[config.mk]
export PLATFORM = sky130hd
export DESIGN_NAME = nand_page_read_sequencer_core
export DESIGN_NICKNAME = d
export VERILOG_FILES = /design/src/hw/rtl/nprs_pkg.sv /design/src/hw/rtl/nand_page_read_sequencer_core.sv /design/src/hw/rtl/nprs_front.sv /design/src/hw/rtl/nprs_queue.sv /design/src/hw/rtl/nprs_back.sv
export SDC_FILE = /design/constraint.sdc
export NUM_CORES = 1
export LEC_CHECK = 0
export BUFFER_PORTS_ARGS = -buffer_cell sky130_fd_sc_hd__buf_2
export CAP_MARGIN = 20
export CELL_PAD_IN_SITES_DETAIL_PLACEMENT = 1
export CELL_PAD_IN_SITES_GLOBAL_PLACEMENT = 2
export CORE_MARGIN = 3
export CORE_UTILIZATION = 43
export DETAILED_ROUTE_END_ITERATION = 12
export PLACE_DENSITY = 0.89
export RECOVER_POWER = 100
export REMOVE_ABC_BUFFERS = 1
export SETUP_SLACK_MARGIN = 0.02
export SLEW_MARGIN = 0
export SYNTH_ARGS = -nofsm -noshare
export SYNTH_HDL_FRONTEND = slang
export SYNTH_SLANG_ARGS = --single-unit
export TNS_END_PERCENT = 20
[constraint.sdc]
create_clock -name i_clk -period 10.1 [get_ports i_clk]
set_input_delay 2.02 -clock i_clk [delete_from_list [all_inputs] [get_ports i_clk]]
set_output_delay 2.02 -clock i_clk [all_outputs]
set_load 0.1 [all_outputs]
[src/hw/rtl/nprs_pkg.sv]
// Shared types and constants for the NAND page read sequencer.
// Used by nprs_front, nprs_queue, nprs_back and the top level; no dependencies.
package nprs_pkg;

    localparam int INDEX_W   = 24;
    localparam int ROW_W     = 24;
    localparam int COL_W     = 16;
    localparam int STEP_W    = 4;

    localparam int QUEUE_DEPTH = 4;

    // Output operation codes.
    localparam logic [2:0] OP_SELECT   = 3'd0;
    localparam logic [2:0] OP_CMD      = 3'd1;
    localparam logic [2:0] OP_ADDR     = 3'd2;
    localparam logic [2:0] OP_WAIT     = 3'd3;
    localparam logic [2:0] OP_DATA     = 3'd4;
    localparam logic [2:0] OP_DESELECT = 3'd5;

    // Flash command bytes.
    localparam logic [7:0] CMD_READ         = 8'h00;
    localparam logic [7:0] CMD_READ_CONFIRM = 8'h30;

    // Positions within one expanded job.
    localparam logic [STEP_W-1:0] STEP_LEAD        = 4'd0;
    localparam logic [STEP_W-1:0] STEP_CMD_READ    = 4'd1;
    localparam logic [STEP_W-1:0] STEP_COL_LO      = 4'd2;
    localparam logic [STEP_W-1:0] STEP_COL_HI      = 4'd3;
    localparam logic [STEP_W-1:0] STEP_ROW_LO      = 4'd4;
    localparam logic [STEP_W-1:0] STEP_ROW_MID     = 4'd5;
    localparam logic [STEP_W-1:0] STEP_ROW_HI      = 4'd6;
    localparam logic [STEP_W-1:0] STEP_CMD_CONFIRM = 4'd7;
    localparam logic [STEP_W-1:0] STEP_WAIT        = 4'd8;
    localparam logic [STEP_W-1:0] STEP_DESELECT    = 4'd9;

    // One classified input item, expanded by the back end into its ops.
    typedef struct packed {
        logic               lead_data;   // lead op is a data delivery, else select
        logic               has_seq;     // read command sequence follows the lead op
        logic               has_desel;   // a deselect ends the job
        logic [7:0]         value;
        logic [INDEX_W-1:0] index;
        logic [COL_W-1:0]   column;
        logic [ROW_W-1:0]   page;
    } t_job;

endpackage

[src/hw/rtl/nand_page_read_sequencer_core.sv]
// NAND page read sequencer. Jobs wait in the job queue; ops leave via a registered output stage.
// Input: one item per cycle while the four-entry job queue has room.
// Output: one op per cycle from the back end unless stalled; a request expands to 9 or 10 ops,
// a data byte to 1, 2 or 9 ops, so the back end's op counter sets sustained throughput.
// Reset (synchronous, active low) empties the queue and returns the sequencer to idle.
module nand_page_read_sequencer_core #(
    parameter int PAGE_BYTES  = 2048,
    parameter int LENGTH_BITS = 24
) (
    input  logic                         i_clk,
    input  logic                         i_rst_n,
    input  logic                         i_valid,
    output logic                         o_stall,
    input  logic                         i_kind,
    input  logic [31:0]                  i_start_address,
    input  logic [23:0]                  i_length,
    input  logic [7:0]                   i_flash_byte,
    output logic                         o_valid,
    input  logic                         i_stall,
    output logic [2:0]                   o_op,
    output logic [7:0]                   o_value,
    output logic [nprs_pkg::INDEX_W-1:0] o_buffer_index,
    output logic                         o_last
);

    logic           push, pop, full, empty;
    nprs_pkg::t_job push_job, head_job;

    assign o_stall = full;

    nprs_front #(
        .PAGE_BYTES  (PAGE_BYTES),
        .LENGTH_BITS (LENGTH_BITS)
    ) u_front (
        .i_clk           (i_clk),
        .i_rst_n         (i_rst_n),
        .i_valid         (i_valid),
        .i_kind          (i_kind),
        .i_start_address (i_start_address),
        .i_length        (i_length),
        .i_flash_byte    (i_flash_byte),
        .i_full          (full),
        .o_push          (push),
        .o_job           (push_job)
    );

    nprs_queue u_queue (
        .i_clk   (i_clk),
        .i_rst_n (i_rst_n),
        .i_push  (push),
        .i_job   (push_job),
        .i_pop   (pop),
        .o_job   (head_job),
        .o_full  (full),
        .o_empty (empty)
    );

    nprs_back u_back (
        .i_clk          (i_clk),
        .i_rst_n        (i_rst_n),
        .i_job          (head_job),
        .i_empty        (empty),
        .o_pop          (pop),
        .i_stall        (i_stall),
        .o_valid        (o_valid),
        .o_op           (o_op),
        .o_value        (o_value),
        .o_buffer_index (o_buffer_index),
        .o_last         (o_last)
    );

endmodule

[src/hw/rtl/nprs_front.sv]
// Front end: accepts requests and flash data bytes, keeps the read state
// and turns each effective item into one job. Depends on nprs_pkg.
module nprs_front #(
    parameter int PAGE_BYTES  = 2048,
    parameter int LENGTH_BITS = 24
) (
    input  logic                 i_clk,
    input  logic                 i_rst_n,
    input  logic                 i_valid,
    input  logic                 i_kind,
    input  logic [31:0]          i_start_address,
    input  logic [23:0]          i_length,
    input  logic [7:0]           i_flash_byte,
    input  logic                 i_full,
    output logic                 o_push,
    output nprs_pkg::t_job       o_job
);

    // PAGE_BYTES must be a power of two (unchecked), so page and column split the address.
    localparam int CB = $clog2(PAGE_BYTES);
    localparam int LW = (LENGTH_BITS < nprs_pkg::INDEX_W) ? LENGTH_BITS : nprs_pkg::INDEX_W;

    logic                         r_busy, n_busy;
    logic [nprs_pkg::ROW_W-1:0]   r_page, n_page;
    logic [CB-1:0]                r_column, n_column;
    logic [LW-1:0]                r_done, n_done;
    logic [LW-1:0]                r_wanted, n_wanted;

    logic          accept;
    logic [LW-1:0] done_inc;

    assign accept   = i_valid && !i_full;
    assign done_inc = r_done + 1'b1;

    always_comb begin
        n_busy   = r_busy;
        n_page   = r_page;
        n_column = r_column;
        n_done   = r_done;
        n_wanted = r_wanted;
        o_push   = 1'b0;
        o_job    = '0;
        if (accept) begin
            if (!i_kind) begin
                if (!r_busy) begin
                    n_page   = nprs_pkg::ROW_W'(i_start_address >> CB);
                    n_column = i_start_address[CB-1:0];
                    n_wanted = i_length[LW-1:0];
                    n_done   = '0;
                    n_busy   = |n_wanted;
                    o_push          = 1'b1;
                    o_job.lead_data = 1'b0;
                    o_job.has_seq   = 1'b1;
                    o_job.has_desel = ~|n_wanted;
                    o_job.column    = nprs_pkg::COL_W'(n_column);
                    o_job.page      = n_page;
                end
            end else begin
                if (r_busy) begin
                    n_done   = done_inc;
                    n_column = r_column + 1'b1;
                    o_push          = 1'b1;
                    o_job.lead_data = 1'b1;
                    o_job.value     = i_flash_byte;
                    o_job.index     = nprs_pkg::INDEX_W'(r_done);
                    if (done_inc == r_wanted) begin
                        n_busy          = 1'b0;
                        o_job.has_desel = 1'b1;
                    end else if (&r_column) begin
                        // Page boundary: the column has already wrapped to zero.
                        n_page        = r_page + 1'b1;
                        o_job.has_seq = 1'b1;
                    end
                    o_job.column = nprs_pkg::COL_W'(n_column);
                    o_job.page   = n_page;
                end
            end
        end
    end

    always_ff @(posedge i_clk) begin
        if (!i_rst_n) begin
            r_busy   <= 1'b0;
            r_page   <= '0;
            r_column <= '0;
            r_done   <= '0;
            r_wanted <= '0;
        end else begin
            r_busy   <= n_busy;
            r_page   <= n_page;
            r_column <= n_column;
            r_done   <= n_done;
            r_wanted <= n_wanted;
        end
    end

    property p_busy_has_work;
        @(posedge i_clk) disable iff (!i_rst_n)
            r_busy |-> (r_done != r_wanted);
    endproperty
    a_busy_has_work: assert property (p_busy_has_work)
        else $error("busy with all requested bytes already delivered");

endmodule

[src/hw/rtl/nprs_queue.sv]
// Short job queue between the front and back ends.
// Register based, one write and one read per cycle. Depends on nprs_pkg.
module nprs_queue (
    input  logic           i_clk,
    input  logic           i_rst_n,
    input  logic           i_push,
    input  nprs_pkg::t_job i_job,
    input  logic           i_pop,
    output nprs_pkg::t_job o_job,
    output logic           o_full,
    output logic           o_empty
);

    localparam int PW = $clog2(nprs_pkg::QUEUE_DEPTH);
    localparam int CW = $clog2(nprs_pkg::QUEUE_DEPTH + 1);

    nprs_pkg::t_job r_mem [nprs_pkg::QUEUE_DEPTH];
    logic [PW-1:0]  r_wr, r_rd;
    logic [CW-1:0]  r_count;

    logic do_push, do_pop;

    assign o_full  = (r_count == CW'(nprs_pkg::QUEUE_DEPTH));
    assign o_empty = (r_count == '0);
    assign do_push = i_push && !o_full;
    assign do_pop  = i_pop && !o_empty;
    assign o_job   = r_mem[r_rd];

    always_ff @(posedge i_clk) begin
        if (do_push) begin
            r_mem[r_wr] <= i_job;
        end
    end

    always_ff @(posedge i_clk) begin
        if (!i_rst_n) begin
            r_wr    <= '0;
            r_rd    <= '0;
            r_count <= '0;
        end else begin
            if (do_push) begin
                r_wr <= r_wr + 1'b1;
            end
            if (do_pop) begin
                r_rd <= r_rd + 1'b1;
            end
            if (do_push && !do_pop) begin
                r_count <= r_count + 1'b1;
            end else if (do_pop && !do_push) begin
                r_count <= r_count - 1'b1;
            end
        end
    end

    property p_count_bound;
        @(posedge i_clk) disable iff (!i_rst_n)
            r_count <= CW'(nprs_pkg::QUEUE_DEPTH);
    endproperty
    a_count_bound: assert property (p_count_bound)
        else $error("queue count exceeds its depth");

    property p_pointer_gap;
        @(posedge i_clk) disable iff (!i_rst_n)
            (r_count != CW'(nprs_pkg::QUEUE_DEPTH)) |-> (PW'(r_wr - r_rd) == PW'(r_count));
    endproperty
    a_pointer_gap: assert property (p_pointer_gap)
        else $error("queue pointers disagree with the count");

endmodule

[src/hw/rtl/nprs_back.sv]
// Back end: expands each queued job into its flash ops, one op per cycle while the output
// is not stalled, into a registered output stage. Depends on nprs_pkg.
module nprs_back (
    input  logic                         i_clk,
    input  logic                         i_rst_n,
    input  nprs_pkg::t_job               i_job,
    input  logic                         i_empty,
    output logic                         o_pop,
    input  logic                         i_stall,
    output logic                         o_valid,
    output logic [2:0]                   o_op,
    output logic [7:0]                   o_value,
    output logic [nprs_pkg::INDEX_W-1:0] o_buffer_index,
    output logic                         o_last
);

    logic                          r_valid;
    logic [nprs_pkg::STEP_W-1:0]   r_step;
    logic [2:0]                    r_op;
    logic [7:0]                    r_value;
    logic [nprs_pkg::INDEX_W-1:0]  r_index;
    logic                          r_last;

    logic                          advance, load;
    logic [nprs_pkg::STEP_W-1:0]   end_step;
    logic [2:0]                    n_op;
    logic [7:0]                    n_value;
    logic [nprs_pkg::INDEX_W-1:0]  n_index;
    logic                          n_last;

    assign advance = !r_valid || !i_stall;
    assign load    = advance && !i_empty;

    always_comb begin
        if (i_job.has_seq) begin
            end_step = i_job.has_desel ? nprs_pkg::STEP_DESELECT : nprs_pkg::STEP_WAIT;
        end else begin
            end_step = i_job.has_desel ? nprs_pkg::STEP_CMD_READ : nprs_pkg::STEP_LEAD;
        end
    end

    always_comb begin
        n_op    = nprs_pkg::OP_DESELECT;
        n_value = '0;
        n_index = '0;
        n_last  = (r_step == end_step);
        if (r_step == nprs_pkg::STEP_LEAD) begin
            if (i_job.lead_data) begin
                n_op    = nprs_pkg::OP_DATA;
                n_value = i_job.value;
                n_index = i_job.index;
            end else begin
                n_op = nprs_pkg::OP_SELECT;
            end
        end else if (i_job.has_seq && r_step != nprs_pkg::STEP_DESELECT) begin
            case (r_step)
                nprs_pkg::STEP_CMD_READ: begin
                    n_op    = nprs_pkg::OP_CMD;
                    n_value = nprs_pkg::CMD_READ;
                end
                nprs_pkg::STEP_COL_LO: begin
                    n_op    = nprs_pkg::OP_ADDR;
                    n_value = i_job.column[7:0];
                end
                nprs_pkg::STEP_COL_HI: begin
                    n_op    = nprs_pkg::OP_ADDR;
                    n_value = i_job.column[15:8];
                end
                nprs_pkg::STEP_ROW_LO: begin
                    n_op    = nprs_pkg::OP_ADDR;
                    n_value = i_job.page[7:0];
                end
                nprs_pkg::STEP_ROW_MID: begin
                    n_op    = nprs_pkg::OP_ADDR;
                    n_value = i_job.page[15:8];
                end
                nprs_pkg::STEP_ROW_HI: begin
                    n_op    = nprs_pkg::OP_ADDR;
                    n_value = i_job.page[23:16];
                end
                nprs_pkg::STEP_CMD_CONFIRM: begin
                    n_op    = nprs_pkg::OP_CMD;
                    n_value = nprs_pkg::CMD_READ_CONFIRM;
                end
                nprs_pkg::STEP_WAIT: begin
                    n_op = nprs_pkg::OP_WAIT;
                end
                default: begin
                    n_op = nprs_pkg::OP_DESELECT;
                end
            endcase
        end
    end

    // The job leaves the queue when its final op is loaded into the output stage.
    assign o_pop = load && n_last;

    always_ff @(posedge i_clk) begin
        if (!i_rst_n) begin
            r_valid <= 1'b0;
            r_step  <= nprs_pkg::STEP_LEAD;
        end else begin
            if (advance) begin
                r_valid <= !i_empty;
            end
            if (load) begin
                r_step <= n_last ? nprs_pkg::STEP_LEAD : r_step + 1'b1;
            end
        end
    end

    always_ff @(posedge i_clk) begin
        if (load) begin
            r_op    <= n_op;
            r_value <= n_value;
            r_index <= n_index;
            r_last  <= n_last;
        end
    end

    assign o_valid        = r_valid;
    assign o_op           = r_op;
    assign o_value        = r_value;
    assign o_buffer_index = r_index;
    assign o_last         = r_last;

    property p_desel_last;
        @(posedge i_clk) disable iff (!i_rst_n)
            (r_valid && r_op == nprs_pkg::OP_DESELECT) |-> r_last;
    endproperty
    a_desel_last: assert property (p_desel_last)
        else $error("deselect transfer not marked last");

    property p_seq_not_last;
        @(posedge i_clk) disable iff (!i_rst_n)
            (r_valid && (r_op == nprs_pkg::OP_SELECT || r_op == nprs_pkg::OP_CMD ||
                         r_op == nprs_pkg::OP_ADDR)) |-> !r_last;
    endproperty
    a_seq_not_last: assert property (p_seq_not_last)
        else $error("command sequence transfer marked last");

    property p_step_range;
        @(posedge i_clk) disable iff (!i_rst_n)
            r_step <= nprs_pkg::STEP_DESELECT;
    endproperty
    a_step_range: assert property (p_step_range)
        else $error("job step counter out of range");

endmodule

==> results.toml <==
[global_routing]
antenna_found_initial = 1
grt_pass1_vias = 13935
grt_pass1_wl_microns = 84700
overflow = 0
grt_util_all_layers_pct = 23.2
grt_max_degree = 86

[timing]
hold_viol = 0
rsz0062_at_grt = "no"
tightestPinTransition_ns = 4.45
relSlewSlack_pct = -197
slew_violations = 391
fin_crit_ns = 7.13
final.setup.tns_ns = 0
skew_ns = 0.0197
fmax_mhz = 140
setup_ws_ns = 2.97
setup_violations = 0
post-route-period-util_pct = 70.6

[route]
routed_wl_microns = 55600
initialDrtViolationCount = 1367
wl_per_cell_microns = 24.8
avgViaCountPerCell = 6.08
firstDrtPassIters = 7
drcViolationCount = 0
postRouteAntennaNets = 0
num_vias = 13651

[run_status]
status = "complete, but fails checks"
violations = "capacitance limit, slew limit"

[final_layout]
fin_nets = 1708
syn_to_final_growth_pct = 12.0
finish.utilization_pct = 49.2
nFillCells = 4548
instances_no_fill = 2245
diodes = 0
drive_gt1_share_pct = 13.9

[clock_tree]
post-cts-setup-buffers = 0
cts_buffers = 44
clk-insertion-delay-late_ns = 0.58
cts-hold-fix-buffers = 0
cts_tree = "done"
clock-root-buffer = "clkbuf_16"
clk_pin_slew_ns = 0.06
cts.sink_count = 414
cts_htree_levels = 2
clockBufferDepth = 3
cts_resized = 0

[synthesis]
synth_seq_cells = 414
async_flop_share_pct = 0
syn_area_sq_um = 19100
synth.distinct_cells = 78
synth-edff-count = 316
synthCells = 1571
ys_seq_area_share_pct = 59.9
yosys_warnings = 0
syn_avg_cell_area_sq_um = 12.2
synth_flop_cell = "edfxtp_1"

[critical_path]
r2r_start = "u_front.r_busy"
r2r_setup_slack_ns = 3.55
r2r_end = "u_queue.r_mem[1][59]"
cp_max_fo = 54
cp_slowest_cell = "clkbuf_1"
cp.required_ns = 10.33
cp.buffers_inverters = 6
cp_top_family = "buffers and inverters"
r2r_cells = 8
max_stage_delay_ns = 1.69
critPathKind = "primary input to flop"
cpMostUsedCell = "clkbuf_1"
worstPathCellList = "buf_2 > nor2b_1 > buf_4 > nand2b_1 > clkbuf_1 > inv_1 > clkbuf_1 > and2_0 > buf_16"
cp-end-kind = "flop"
arrival_ns = 7.36
start_kind = "primary input"

[floorplanning]
die_area_sq_um = 47000
die_h_microns = 217
rows = 76
initial_utilization_pct = 44.0
coreArea_sq_um = 43500
io_pins = 107
die_x_microns = 217

[min_path]
holdPathEnd = "u_front.r_wanted[1]"
hold_start = "u_front.r_wanted[1]"
whs_path_depth = 2
min_path_type = "flop to flop"

[flow_run]
maxCapViolCount = 8

[pwr]
power.leakage_nw = 7.12
power.density_nw_per_um2 = 246
p_total_mw = 5.26
worst_ir_drop_vdd_uv = 170

[placement]
dp_hpwl_microns = 35400
dp_slack_ns = 4.81
portBuffers = 106
dp_cells = 2160
gp_congestion = 0.836
## worst max-delay path by stage
| stage | slack, ns | startpoint | endpoint | cells past startpoint |
|---|---|---|---|---|
| floorplan | 3.12 | u_queue.r_count[0] | u_queue.r_mem[0][0] | 5 |
| global placement | 4.93 | i_valid | u_queue.r_count[2] | 13 |
| detailed placement | 4.81 | i_valid | u_queue.r_count[2] | 13 |
| CTS | 5.36 | i_valid | u_queue.r_count[2] | 13 |
| global route | 2.59 | i_valid | u_queue.r_mem[1][60] | 9 |
| finish | 2.97 | i_valid | u_queue.r_mem[1][59] | 9 |
## state kept, by name, summed over array words and instances, names as in the netlist, 4 cells and up, named ones only
register               flops
u_back.o_buffer_index     24
u_back.o_value             8
u_back.r_step              4
u_front.r_column          11
u_front.r_done            24
u_front.r_page            24
u_front.r_wanted          24
u_queue.r_mem            280
## per-stage QoR
step,instance area (sq um),hold slack (ns)
global route,21400,0.498
detailed placement,20000,0.469
CTS,21400,0.478
floorplan,18600,0.440
global placement,20000,0.461
finish,21400,0.473
## area by class of cell
type	instances	area [sq um]	area share, %
clock inverters	23	151	0.708
well taps	585	732	3.42
repair buffers	126	652	3.05
inverters	32	120	0.561
clock buffers	59	1220	5.70
multi-input cells	1006	7070	33.0
flip-flops and latches	414	11500	53.5
## per-layer routing
layer  wire, microns  up-vias  share of wire [%]  GRT usage, %
met2           26900      458                 48          37.9
met1           24000     7033                 43          32.6
met5               0        -                  0             0
li1                -     6080                  -             -
met3            3350       80                6.0          3.39
met4            1290        0                2.3          6.48
## synthesized netlist by cell type (all sizes together) (3+ instances only)
library cell | count | share of area [%]
mux2i | 3 | 0.16
nand2b | 5 | 0.16
a222oi | 3 | 0.16
o2111ai | 6 | 0.28
inv | 30 | 0.59
dfxtp | 98 | 10
buf | 33 | 0.87
nor2b | 36 | 1.2
nor3 | 43 | 1.2
xnor2 | 27 | 1.2
a211o | 5 | 0.23
a211oi | 4 | 0.16
edfxtp | 316 | 50
nand3 | 73 | 2.0
nor4 | 16 | 0.60
o22ai | 9 | 0.29
a22oi | 28 | 1.1
o21a | 6 | 0.24
o21ai | 43 | 1.1
nor2 | 96 | 1.9
and4 | 7 | 0.32
a21oi | 84 | 2.2
a31oi | 26 | 0.85
and3 | 43 | 1.4
clkbuf | 86 | 1.7
mux4 | 70 | 8.3
or3 | 16 | 0.55
o211a | 4 | 0.21
o311ai | 10 | 0.46
a21o | 9 | 0.35
a22o | 3 | 0.14
a311oi | 5 | 0.23
or4 | 14 | 0.57
nand2 | 178 | 3.5
nand4 | 30 | 1.1
ha | 14 | 0.92
and2 | 17 | 0.56
nor3b | 7 | 0.28
xor2 | 20 | 0.92
o211ai | 19 | 0.75
## cells by family after synthesis
group	Yosys count	synth area share, %
compound gates	282	9.64
xor+xnor	47	2.15
fa+ha+maj	15	1.02
buf+inv	151	3.19
flops	414	59.9
mux	74	8.47
simple gates	588	15.6
## power by group
part	internal [mW]	total, mW	switching (mW)	leakage [nW]
Sequential	2.08	2.21	0.130	3.76
Clock	0.877	1.56	0.682	0.669
Combinational	0.392	1.50	1.10	2.69
Total	3.34	5.26	1.92	7.12
## tightest hold or removal path, stage by stage, from the launching register on
cell and delay (ns):
dfxtp_1 0.32, nand2_1 0.06, a21oi_1 0.05
## cell usage in the layout (no fill, tap or decap), types with 12 or more instances in the layout
cell       instances
and3_1            42
a22oi_1           28
buf_2             65
a21oi_1           83
o211ai_1          19
nor3_1            41
xor2_1            20
mux4_2            70
nor2_1            96
dfxtp_1           97
nor4_1            15
inv_1             29
nand2_1          177
edfxtp_1         316
and2_1            12
clkbuf_16         45
or3_1             15
ha_1              14
o21ai_0           38
nand3_1           71
or4_1             13
clkbuf_1          61
nor2b_1           36
a31oi_1           26
xnor2_1           27
nand4_1           28
(Power assumes the default switching activity.)
